`src/design/lrls_ram.sv`:
```
// generic single write, single read ram with registered read data
// no dependencies
module lrls_ram #(
  parameter int WIDTH = 8,
  parameter int DEPTH = 16
) (
  input  logic                     clk,
  input  logic                     we,
  input  logic [$clog2(DEPTH)-1:0] waddr,
  input  logic [WIDTH-1:0]         wdata,
  input  logic [$clog2(DEPTH)-1:0] raddr,
  output logic [WIDTH-1:0]         rdata
);

  logic [WIDTH-1:0] mem [DEPTH];

  always_ff @(posedge clk) begin
    if (we) begin
      mem[waddr] <= wdata;
    end
    rdata <= mem[raddr];
  end

endmodule

```
`config.mk`:
```
export PLATFORM = sky130hd
export DESIGN_NAME = lrls_ram
export DESIGN_NICKNAME = d
export VERILOG_FILES = /design/src/design/lrls_ram.sv
export SDC_FILE = /design/constraint.sdc
export NUM_CORES = 1
export LEC_CHECK = 0
export BUFFER_PORTS_ARGS = -buffer_cell sky130_fd_sc_hd__buf_2
export CORE_ASPECT_RATIO = 0.7
export CORE_UTILIZATION = 47
export CTS_BUF_LIST = sky130_fd_sc_hd__clkbuf_4
export DETAILED_ROUTE_END_ITERATION = 8
export PLACE_DENSITY = 0.67
export SETUP_SLACK_MARGIN = 0.2
export SLEW_MARGIN = 40
export SYNTH_ARGS = -nofsm -noshare
export SYNTH_HDL_FRONTEND = slang
export SYNTH_SLANG_ARGS = --single-unit
```
`constraint.sdc`:
```
create_clock -name clk -period 3.4 [get_ports clk]
set_input_delay 0.17 -clock clk [delete_from_list [all_inputs] [get_ports clk]]
set_output_delay 0.17 -clock clk [all_outputs]
set_load 0.005 [all_outputs]
```
Word level (Yosys, flattened, before mapping)
Memories as Yosys holds them, arrays and structs flattened. A register that Yosys moved wholly into a read port is not among the register bits.
Cells that the tools add are included.
{ "op_classes": {"n_addsub": 0, "n_mul": 0, "div": 0, "order_cmp": 0, "eq_ne": 0, "shift": 0, "n_mux": 2, "bitwise_logic": 0, "n_reduce_logical": 0} }
{ "op_table": {"columns": ["cell", "n"], "rows": [
  ["$mux 1", 2]
]} }
{ "totals": {"regBits": 0, "latchBits": 0, "ram_bits": 128, "romBits": 0, "out_inout_bits": 8, "elab_cells": 3, "mem_count": 1} }
{ "mem_list": {"columns": ["name", "words", "width", "read_ports", "rd_ports_with_merged_regs", "wr", "line_no", "text"], "rows": [
  ["mem", 16, 8, 1, 1, 1, "15", "logic [WIDTH-1:0] mem [DEPTH];"]
]} }

Longest topological paths before layout
{ "depth": {"ltp_word": 2, "ltp_mapped": 5, "depth_no_buf": 3} }

Least setup slack after synthesis
OpenSTA, ideal clock, no wires.
{ "synth_path": {"kind": "input port to flip-flop", "start": "input waddr[2]", "end": "memory mem[0][0], enable pin", "setup_ps": 383, "t_arrival_ps": 1280, "required_ps": 3017, "path_slack_ps": 1737, "path_stages": 2, "path_buffers": 0, "cell_sequence": "or3b_2 -> nor3_1"} }
{ "synth_rtl": {"columns": ["element", "line_no", "text"], "rows": [
  ["start: declaration", "9", "input logic [$clog2(DEPTH)-1:0] waddr,"],
  ["end: declaration", "15", null]
]} }
No word-level cell before the write port.

==> metrics.csv <==
metric,value,unit
crit_type,primary input to flop,
ys_seq_elements,136,
yosys-top-cells-area,"edfxtp_1 75%, mux4_2 7.9%, mux4_1 7.1%",
worstPathRequired,3800,ps
synth.area.mux_share,15.02,%
slew-limit-headroom,42.58,%
path_max_fanout,17,
grt_pass1_wl,14770,um
ys_warn_count,0,
cp-startpoint,raddr[0],
timing.rr.end,rdata[4],
insertedDiodeCount,0,
worstPathArrival,1920,ps
grt_max_degree,33,
hp-class,primary input to flop,
drtPass1Iterations,5,
synth_top_area_share,74.67,%
synthSimpleGateAreaFrac,3.184,%
syn-cell-area,5147,um^2
fmax,0.6589,GHz
outcome,completed,
reg2reg_from,mem[9][4],
synth_edf_count,128,
final-hold-violation-count,0,
synth_nets,247,
tritoncts,done,
synth_area_leader_cell,edfxtp_1,
worstHoldStart,wdata[4],
synthTopCellsByCount,"128 x edfxtp_1, 18 x mux4_2, 16 x a22oi_1",
cts_buffer_depth,2,
p_per_area,511.1,nW/um^2
rsz0062_at_grt,false,
rows,31,
fin_setup_tns,0,ps
fin_total_pwr,0.002889,W
synth_cell_type_count,19,
dp_hpwl,6180,um
post_drt_wl_per_cell,22.62,um
leakagePower,1.848,nW
seq_area_frac_synth,77.78,%
vias,2405,
clkTransAtPathRegs,110,ps
utilization,53.78,%
synth_adder_area_share,0,%
coreArea,10510,um^2
highest_layer,met4,
ios,26,
synth_most_common_cell,edfxtp_1,
clockRootBuffer,clkbuf_4,
routabilityCongestion,0.7504,
synth_top_family_by_area,multiplexers,
antenna_left,0,
fin_crit_sh,44.64,%
cp-end-kind,flop,
synthFlopType,edfxtp_1,
synth_async_sr_flop_share,0,%
wl,9703,um
fp.dieH,89.56,um
port_buffers,25,
setup_viol,0,
cts.repair.resized,0,
wl_met3,850,um
drt_iter0_markers,288,
grt_usage,19.60,%
antenna_found_initial,0,
numCtsBuffers,17,
routed_via_density,5.606,
m1WireLength,4543,um
regToRegSetupSlack,2030,ps
ir_drop,295.5,uV
synthCells,229,
clk_latency,520,ps
die-width,127.1,um
postCtsSetupBuffers,0,
grt_pass1_vias,2436,
dr_wl_met2,4228,um
ff2ff_path_depth,3,
overflow,0,
dieArea,11380,um^2
endpoint,rdata[4],
synth_xor_area_share,0,%
final_max_slew_viol_count,0,
tightest_slew,858.2,ps
fin_crit,1518,ps
finClkSkew,18.20,ps
drive_above_1_share,30.60,%
nNetsFinal,286,
synth_compound_area_share,2.333,%
htree_levels,4,
postSynthAreaPerCell,22.48,um^2
area_growth,9.820,%
cts.sinks,136,
drc_errors,0,
cp-start-kind,primary input,
cap_violations,0,
start_util,48.97,%
routing by layer:
layer | GRT usage (%) | up-vias
met4 | 7.792 | 0
met5 | 0 | -
met2 | 28.87 | 106
li1 | - | 1056
met1 | 27.74 | 1235
met3 | 6.044 | 8
metrics by stage:
stage | std cells | hold slack [ps] | area [um^2] | worst slack (ps)
global placement | 396 | 551.5 | 5401 | 1159
CTS | 429 | 3.207 | 5638 | 1867
floorplan | 229 | 268.9 | 5147 | 1737
detailed placement | 396 | 544.4 | 5416 | 1303
finish | 429 | 35.65 | 5653 | 1882
global route | 429 | 2.204 | 5653 | 1761
cell families (layout without fill, tap and decap cells):
kind of cell    count (synthesis)  after routing
simple gates                   35             35
buf+inv                        10             62
flops                         136            136
mux                            32             32
compound gates                 16             16
sequential cells by signal, summed over array words and instances (netlist names):
name / count
mem: 128
rdata: 8
where the power goes:
part           leakage [nW]  switching [W]  internal (W)
registers              1.22      0.0000124       0.00187
clock network         0.129       0.000519      0.000321
logic                 0.495      0.0000966     0.0000690
total                  1.85       0.000628       0.00226
area by class of cell:
cell class	count	area (um^2)
clock inverters	9	38.79
repair buffers	30	165.2
clock buffers	23	172.7
flip-flops and latches	136	4004
multi-input cells	83	1087
fillers	799	4858
well taps	148	185.2
placed cells by master (no fill, tap or decap), types with 2 or more instances in the layout:
cell type / n
a22oi_1: 16
buf_2: 25
buf_4: 4
clkbuf_4: 23
clkinv_1: 5
clkinv_2: 4
dfxtp_1: 8
edfxtp_1: 128
mux4_1: 14
mux4_2: 18
nand2_1: 9
nand2b_1: 2
nand3b_1: 2
nor2_1: 3
nor2_2: 10
nor3_1: 3
worst min-delay path by stage:
stage | endpoint | slack [ps] | cells after the start
after floorplan | mem[0][0] | 270 | 0
after global placement | rdata[1] | 550 | 1
after detailed placement | rdata[2] | 540 | 1
after CTS | mem[7][6] | 3 | 1
after global routing | mem[4][6] | 2 | 1
final | mem[14][4] | 40 | 1
what timing repair did:
| item | in CTS | in global routing |
|---|---|---|
| endpoints found under the hold margin | 5 | 0 |
| hold buffers | 1 | 0 |
| endpoints found under the setup margin | 0 | 0 |
critical path: stages:
cell,delay [ps]
buf_2,420
buf_4,400
mux4_1,590
a22oi_1,250
nand2_1,70
(Power assumes the default switching activity.)
