File: src/design/lrls_pkg.sv
// shared constants, codes and state type for the lsd radix list sort core
// no dependencies; lrls_digit and the top level import this package
package lrls_pkg;

  localparam int MAX_RECORDS = 1024;
  localparam int IDX_W       = $clog2(MAX_RECORDS);
  localparam int CNT_W       = IDX_W + 1;
  localparam int KEY_W       = 32;
  localparam int MAX_DB      = 4;
  localparam int PILES       = 1 << MAX_DB;
  localparam int PILE_W      = MAX_DB;
  // up to fifteen passes of four bits reach past the key, so the shift needs six bits
  localparam int SHIFT_W     = 6;
  localparam int DB_W        = 3;
  localparam int NP_W        = 4;
  localparam int PASS_W      = 4;
  localparam int CFG_W       = 4;

  // register indexes
  localparam logic CFG_DIGIT_BITS   = 1'b0;
  localparam logic CFG_DIGIT_PASSES = 1'b1;

  // operation codes
  localparam logic FN_LOAD = 1'b0;
  localparam logic FN_PULL = 1'b1;

  // status codes
  localparam logic [1:0] STAT_OK    = 2'd0;
  localparam logic [1:0] STAT_FULL  = 2'd1;
  localparam logic [1:0] STAT_EMPTY = 2'd2;

  typedef enum logic [2:0] {
    S_IDLE,
    S_PASS,
    S_WALK,
    S_WEAVE,
    S_TAIL,
    S_PULL_RD,
    S_PULL_OUT
  } state_t;

endpackage

File: src/design/lrls_digit.sv
// shared shift and mask unit: picks the radix digit of a key for the current pass
// depends on lrls_pkg
module lrls_digit (
  input  logic [lrls_pkg::KEY_W-1:0]   key,
  input  logic [lrls_pkg::SHIFT_W-1:0] shift,
  input  logic [lrls_pkg::PILE_W-1:0]  mask,
  output logic [lrls_pkg::PILE_W-1:0]  digit
);
  import lrls_pkg::*;

  logic [KEY_W-1:0] shifted;

  always_comb begin
    shifted = key >> shift;
    digit   = shifted[PILE_W-1:0] & mask;
  end

endmodule

File: config.mk
export PLATFORM = sky130hd
export DESIGN_NAME = lrls_digit
export DESIGN_NICKNAME = d
export VERILOG_FILES = /design/src/design/lrls_pkg.sv /design/src/design/lrls_digit.sv
export SDC_FILE = /design/constraint.sdc
export NUM_CORES = 1
export LEC_CHECK = 0
export ABC_CLOCK_PERIOD_IN_PS = 1700
export BUFFER_PORTS_ARGS = -buffer_cell sky130_fd_sc_hd__buf_4
export CAP_MARGIN = 20
export CORE_MARGIN = 2
export CORE_UTILIZATION = 45
export DETAILED_ROUTE_END_ITERATION = 7
export PLACE_DENSITY = 0.81
export REMOVE_ABC_BUFFERS = 1
export SETUP_SLACK_MARGIN = 0.02
export SYNTH_ARGS = -nofsm -noshare
export SYNTH_HDL_FRONTEND = slang
export SYNTH_SLANG_ARGS = --single-unit
File: constraint.sdc
create_clock -name vclk -period 1.7
set_clock_uncertainty 0.05 [all_clocks]
set_input_delay 0.255 -clock vclk [all_inputs]
set_output_delay 0.255 -clock vclk [all_outputs]
set_load 0.005 [all_outputs]
# After elaboration in Yosys (flattened, before gate mapping)
# Index checks and enable logic that the tools add are counted.
# totals
inputBits	42
word_cells	2
register_bits	0
output_inout_bits	4
# op_classes
n_shift	1
bitwise	1
# op_table
operator	count
32-bit by 6-bit right shift with 4-bit output	1
4-bit bitwise AND	1

# Depth between registers and ports, before layout
# Gate-level depths: netlist of run 1.
# depth
ltp_word	2
mapped_depth	7

# Worst setup path before layout of run 1
# Ideal clock, no wire load.
# synth_path
path_kind	in2out
startpoint	in shift[0] in the netlist's numbering
endpoint	out digit[0] in the netlist's numbering
setup_slack_ns	-0.153
stages	6
arrival_time_ns	1.548
cell_sequence	buf_6 buf_12 mux4_2 mux2i_1 mux2i_1 a311o_1
# synth_between
elab_chain_len	2
# synth_rtl
element	line_no	source
start: declaration	lrls_digit.sv:5	input logic [lrls_pkg::SHIFT_W-1:0] shift,
32-bit by 6-bit right shift with 4-bit output	lrls_digit.sv:14	shifted = key >> shift;
4-bit bitwise AND	lrls_digit.sv:15	digit = shifted[PILE_W-1:0] & mask;
end: declaration	lrls_digit.sv:7	output logic [lrls_pkg::PILE_W-1:0] digit
# Every way passes these cells.

# Worst setup path in the final report of run 1
# layout_path
startpoint	in shift[0] in the netlist's numbering
endpoint	out digit[1] in the netlist's numbering
# Same word-level chain as after synthesis.

==> results of run 1 <==
## metal layers
layer | global-route usage | wire length, um | up-vias
li1 | - | - | 463
met1 | 0.4066 | 1301 | 510
met2 | 0.4934 | 1768 | 66
met3 | 0.01488 | 215 | 11
met4 | 0.07870 | 104 | 0
met5 | 0 | 0 | -
## cell families after synthesis
family / share of synthesized area
buffers and inverters: 0.09102
AND/OR/NAND/NOR: 0.1105
multiplexers: 0.7061
AO/OA/AOI/OAI: 0.09235
## stage by stage
stage | utilization | std cells | power [mW] | hold slack [ns] | instance area (um^2)
3_3_place_gp | 0.7241 | 163 | 0.3458 | 0.7194 | 1435
2_1_floorplan | - | 69 | 0.1569 | 0.4895 | 885.9
3_5_place_dp | 0.7241 | 163 | 0.3597 | 0.7240 | 1435
4_1_cts | 0.7481 | 165 | 0.3822 | 0.7258 | 1483
6_report | 0.7582 | 167 | 0.4035 | 0.7236 | 1503
5_1_grt | 0.7582 | 167 | 0.4280 | 0.7457 | 1503
## area by class of cell
type | instances | area share
repair buffers | 71 | 0.3972
multi-input cells | 66 | 0.5729
well taps | 27 | 0.02248
inverters | 3 | 0.007494
## power breakdown
group          internal, mW  leakage, nW  switching (mW)
combinational         0.251        0.670           0.152
clock                     0            0               0
sequential                0            0               0
total                 0.251        0.670           0.152
## Yosys cell counts
library cell	instances	area share
sky130_fd_sc_hd__nor2b_1	5	0.033
sky130_fd_sc_hd__buf_6	1	0.012
sky130_fd_sc_hd__o211ai_1	1	0.0078
sky130_fd_sc_hd__a31oi_1	1	0.0065
sky130_fd_sc_hd__mux2i_1	12	0.12
sky130_fd_sc_hd__a22oi_1	1	0.0078
sky130_fd_sc_hd__o22a_1	1	0.0091
sky130_fd_sc_hd__mux4_2	11	0.26
sky130_fd_sc_hd__a311oi_1	1	0.0091
sky130_fd_sc_hd__a311o_1	1	0.010
sky130_fd_sc_hd__a22o_1	1	0.0091
sky130_fd_sc_hd__nand3b_1	1	0.0078
sky130_fd_sc_hd__mux2_2	2	0.023
sky130_fd_sc_hd__nor3_1	2	0.010
sky130_fd_sc_hd__a211oi_1	1	0.0078
sky130_fd_sc_hd__nand2b_1	2	0.013
sky130_fd_sc_hd__nor2_1	3	0.012
sky130_fd_sc_hd__clkbuf_1	2	0.0078
sky130_fd_sc_hd__nand2_1	3	0.012
sky130_fd_sc_hd__buf_2	3	0.016
sky130_fd_sc_hd__nor3b_1	1	0.0078
sky130_fd_sc_hd__a2111oi_0	1	0.0091
sky130_fd_sc_hd__nand4b_1	1	0.0091
sky130_fd_sc_hd__o311ai_1	1	0.0091
sky130_fd_sc_hd__inv_1	3	0.012
sky130_fd_sc_hd__buf_12	1	0.021
sky130_fd_sc_hd__or2_2	1	0.0065
sky130_fd_sc_hd__o22ai_1	1	0.0065
sky130_fd_sc_hd__mux4_1	11	0.30
sky130_fd_sc_hd__buf_4	3	0.023
## worst max-delay path by stage
stage	start	end	slack (ns)	cells past startpoint
floorplan	shift[0]	digit[1]	0.02	4
global placement	shift[0]	digit[1]	-0.40	6
detailed placement	shift[0]	digit[1]	-0.42	6
CTS	shift[0]	digit[2]	-0.25	7
global route	shift[2]	digit[1]	-0.29	7
finish	shift[0]	digit[1]	-0.25	6
## what timing repair did
| item | CTS | global route |
|---|---|---|
| setup buffers | 1 | 2 |
| gates resized for setup | 15 | 7 |
| endpoints found under the setup margin | 4 | 4 |
| cloned | 1 | 0 |
| hold buffers | 0 | 0 |
| pin swaps | 3 | 4 |
## worst min-delay path, cell delays in order
cell	delay [ns]
sky130_fd_sc_hd__buf_4	0.10
sky130_fd_sc_hd__a311oi_1	0.04
sky130_fd_sc_hd__buf_4	0.12
==> impl_metrics.toml, run 1 <==
[route]
route.vias.total = 1050
detail_route.vias_per_cell = 6.287
drt_pass_1_iters = 4
drt_first_iter_violations = 35
finalWirelength_mm = 3.389
routed_wire_length_per_instance_um = 20.29
antenna_left = 0
drc_violations_left = 0

[global_routing]
grt_util_all_layers = 0.2916
global_route.overflow_total = 0
pin_count_of_the_biggest_net_entering_global_routing = 18
antenna_found_initial = 0
grt_pass1_wl_mm = 5.526
grt_pass1_vias = 1087

[die]
floorplan.initialDensity = 0.4855
ioPinCount = 46
core-area_um2 = 1982
die_area_um2 = 2524
fp-row-count = 16
die-width_um = 50.24
dieHeight_um = 50.24

[critical_path]
cpPeakStageDelay_ns = 0.50
worst_setup_path_end_kind = "output pin"
timing.critical_path.arrival_ns = 1.64
worstPathBufferInverterCount = 2
critPathLaunchType = "primary input"
timing.critical_path.fanout_max = 7
critical_path_required_ns = 1.39
criticalPathCategory = "primary input to output pin"
cell_family_contributing_the_most_delay_on_the_critical_path = "multiplexers"
crit_path_frequent_cell = "sky130_fd_sc_hd__mux4_2"
crit_slowest_cell = "sky130_fd_sc_hd__mux4_2"
critical_path.cell_chain = "buf_12, mux4_2, mux4_2, nor2_2, a2111oi_1, buf_4"

[flow_run]
total_of_max_cap_violations = 0

[logic_synthesis]
synth_cells = 79
synth.distinct_cells = 30
post_synth_instance_area_um2 = 962.2
seq_area_frac_synth = 0
synth_warnings = 0
syn-mean-instance-area_um2 = 12.18

[sta]
slew-limit-headroom = 0.7721
fin_tns_setup_ns = -0.8694
final_max_slew_viol_count = 0
grt_setup_unrepaired = "yes"
min_clock_period_post_route_ns = 1.946
worst-slew-pin-transition_ns = 0.3411
min_period_over_period = 1.145
worst_slack_ns = -0.2459
setup-violations-final = 4
achievable-frequency_mhz = 513.9
timing.final.hold_violations = 0

[layout]
sequential_cell_total = 0
post_route_cells_drive_above_1_share = 0.6857
nets = 184
most-common-layout-cells = "sky130_fd_sc_hd__buf_4 (65), sky130_fd_sc_hd__mux4_2 (19), sky130_fd_sc_hd__mux2i_1 (12)"
area.sequential_um2 = 0
area_occupied_by_multi_input_gates_um2 = 860.8
num_antenna_cells = 0
fillerInstances = 141
syn2layout_area_growth_pct = 56.18
mostFrequentLayoutCell = "sky130_fd_sc_hd__buf_4"
layout.clock_buffers = 0

[worst_hold_path]
hold_class = "primary input to output pin"
number_of_cells_on_the_worst_hold_path = 3
timing.hold.worst_endpoint = "digit[3]"
holdCritStartpoint = "shift[5]"

[place]
gpl_wtd_cong = 0.8486
port-buffer-count = 46
place_worst_setup_slack_ns = -0.4195
detailedPlacementHpwl_mm = 2.560

[pwr]
static-leakage-power_nw = 0.6705
vdd.ir_drop.worst_mv = 0.1799
total_power_divided_by_cell_area_nw_per_um2 = 268.5

[outcome]
failed_checks = "negative setup slack"
run_status = "finished with violations"
Note: power is estimated with default switching activity, not from simulation.
==> inputs of run 2 (changes only) <==
--- a/config.mk
+++ b/config.mk
@@ -8,12 +8,13 @@
 export ABC_CLOCK_PERIOD_IN_PS = 1700
 export BUFFER_PORTS_ARGS = -buffer_cell sky130_fd_sc_hd__buf_4
 export CAP_MARGIN = 20
+export CORE_ASPECT_RATIO = 1.2
 export CORE_MARGIN = 2
 export CORE_UTILIZATION = 45
 export DETAILED_ROUTE_END_ITERATION = 7
 export PLACE_DENSITY = 0.81
 export REMOVE_ABC_BUFFERS = 1
-export SETUP_SLACK_MARGIN = 0.02
+export SLEW_MARGIN = 20
 export SYNTH_ARGS = -nofsm -noshare
 export SYNTH_HDL_FRONTEND = slang
 export SYNTH_SLANG_ARGS = --single-unit
==> run 2 against run 1 <==
  * The run still ends with negative setup slack left
  * Sequential share of layout area is the same
  * Final area grew 1.5%
  * Non-clock buffer count grew 3
  * Setup slack lost 0.042 ns
==> impl_metrics.toml, run 2 (synthesis results as in run 1) <==
[layout]
area.sequential_um2 = 0
post_route_cells_drive_above_1_share = 0.6923
syn2layout_area_growth_pct = 58.52
finalCoreUtilization = 0.7442
fillerInstances = 149
num_antenna_cells = 0
sequential_cell_total = 0
most-common-layout-cells = "sky130_fd_sc_hd__buf_4 (66), sky130_fd_sc_hd__mux4_2 (21), sky130_fd_sc_hd__mux2i_1 (12)"
layout.clock_buffers = 0
mostFrequentLayoutCell = "sky130_fd_sc_hd__buf_4"
nets = 187

[critical_path]
critical_path_required_ns = 1.39
timing.critical_path.fanout_max = 5
worstSetupEndpoint = "digit[1]"
critPathLaunchType = "primary input"
worstSetupStartpoint = "shift[0]"
criticalPathCategory = "primary input to output pin"
worst_setup_path_end_kind = "output pin"
timing.critical_path.arrival_ns = 1.68

[pwr]
vdd.ir_drop.worst_mv = 0.1714
total_power_divided_by_cell_area_nw_per_um2 = 268.9
power.combinational.fraction = 1.000
p_sw_frac = 0.3672
static-leakage-power_nw = 0.6806
power.total_uw = 410.1
netSwitchingPower_uw = 150.6
power.share.sequential = 0
power_report.internal_total_uw = 259.5
clock_power_share = 0

[sta]
grt_setup_unrepaired = "yes"
min_clock_period_post_route_ns = 1.988
fin_worst_hold_slack_ns = 0.7263
min_period_over_period = 1.170
final_max_slew_viol_count = 0
achievable-frequency_mhz = 503.0
setup-violations-final = 4
worst-slew-pin-transition_ns = 0.3203
slew-limit-headroom = 0.7859
worst_slack_ns = -0.2882
timing.final.hold_violations = 0

[global_routing]
grt_pass1_wl_mm = 5.085
grt_util_all_layers = 0.2805
pin_count_of_the_biggest_net_entering_global_routing = 19
antenna_found_initial = 0
grt_pass1_vias = 1080
global_route.overflow_total = 0

[route]
detail_route.vias_per_cell = 6.121
drc_violations_left = 0
drt_first_iter_violations = 34
routed_wire_length_per_instance_um = 19.11
finalWirelength_mm = 3.306
drt_pass_1_iters = 4
antenna_left = 0
route.vias.total = 1059

[place]
detailedPlacementHpwl_mm = 2.501
gpl_wtd_cong = 0.8678
port-buffer-count = 46

[worst_hold_path]
number_of_cells_on_the_worst_hold_path = 3
holdCritStartpoint = "shift[5]"
hold_class = "primary input to output pin"

[die]
fp-row-count = 18
die_area_um2 = 2526
floorplan.initialDensity = 0.4695
core-area_um2 = 2049
dieHeight_um = 54.66
die-width_um = 46.21
ioPinCount = 46

[outcome]
failed_checks = "negative setup slack"
run_status = "finished with violations"

[clock_network]
ctsHoldBuffers = 0

[flow_run]
total_of_max_cap_violations = 0
==> run 2: metrics by stage <==
stage               TNS (ns)  instance area [um^2]  cells  setup slack (ns)
detailed placement    -1.863                  1426    166           -0.5054
floorplan                  0                 885.9     69           0.02497
CTS                  -0.9545                  1521    173           -0.2838
global route          -1.174                  1525    173           -0.3287
finish               -0.9910                  1525    173           -0.2882
global placement      -1.687                  1426    166           -0.4498
==> run 2: final cells by class <==
type | count | area [um^2] | share of cell area
well taps | 30 | 37.54 | 0.02461
inverters | 3 | 11.26 | 0.007383
multi-input cells | 66 | 847.1 | 0.5554
repair buffers | 74 | 629.4 | 0.4126
==> run 2: routing by layer <==
metal  global-route usage  wire (um)
met3              0.01980        158
met4              0.08571         73
met5                    0          0
met1               0.3292       1137
met2               0.5301       1936
==> run 2: critical path, cell delays in order <==
cell and delay (ns):
sky130_fd_sc_hd__buf_16 0.10, sky130_fd_sc_hd__mux4_2 0.53, sky130_fd_sc_hd__mux4_2 0.48, sky130_fd_sc_hd__nor2_1 0.12, sky130_fd_sc_hd__a2111oi_1 0.05, sky130_fd_sc_hd__buf_4 0.14
==> run 2: worst min path at each step <==
stage / to / slack [ns]
finish: digit[3] / 0.73
global route: digit[3] / 0.74
CTS: digit[3] / 0.73
detailed placement: digit[3] / 0.73
global placement: digit[3] / 0.72
floorplan: digit[3] / 0.49
==> run 2: power groups by stage <==
| stage | Sequential, mW | Clock [mW] | Combinational (mW) |
|---|---|---|---|
| 6_report | 0 | 0 | 0.410 |
| 5_1_grt | 0 | 0 | 0.434 |
| 4_1_cts | 0 | 0 | 0.398 |
| 3_5_place_dp | 0 | 0 | 0.355 |
| 3_3_place_gp | 0 | 0 | 0.341 |
| 2_1_floorplan | 0 | 0 | 0.157 |
==> run 2: repair_timing <==
item	4_1_cts	5_1_grt
setup endpoints to repair	4	4
gates resized for setup	25	3
cloned	1	0
setup buffers	6	0
pin swaps	7	1
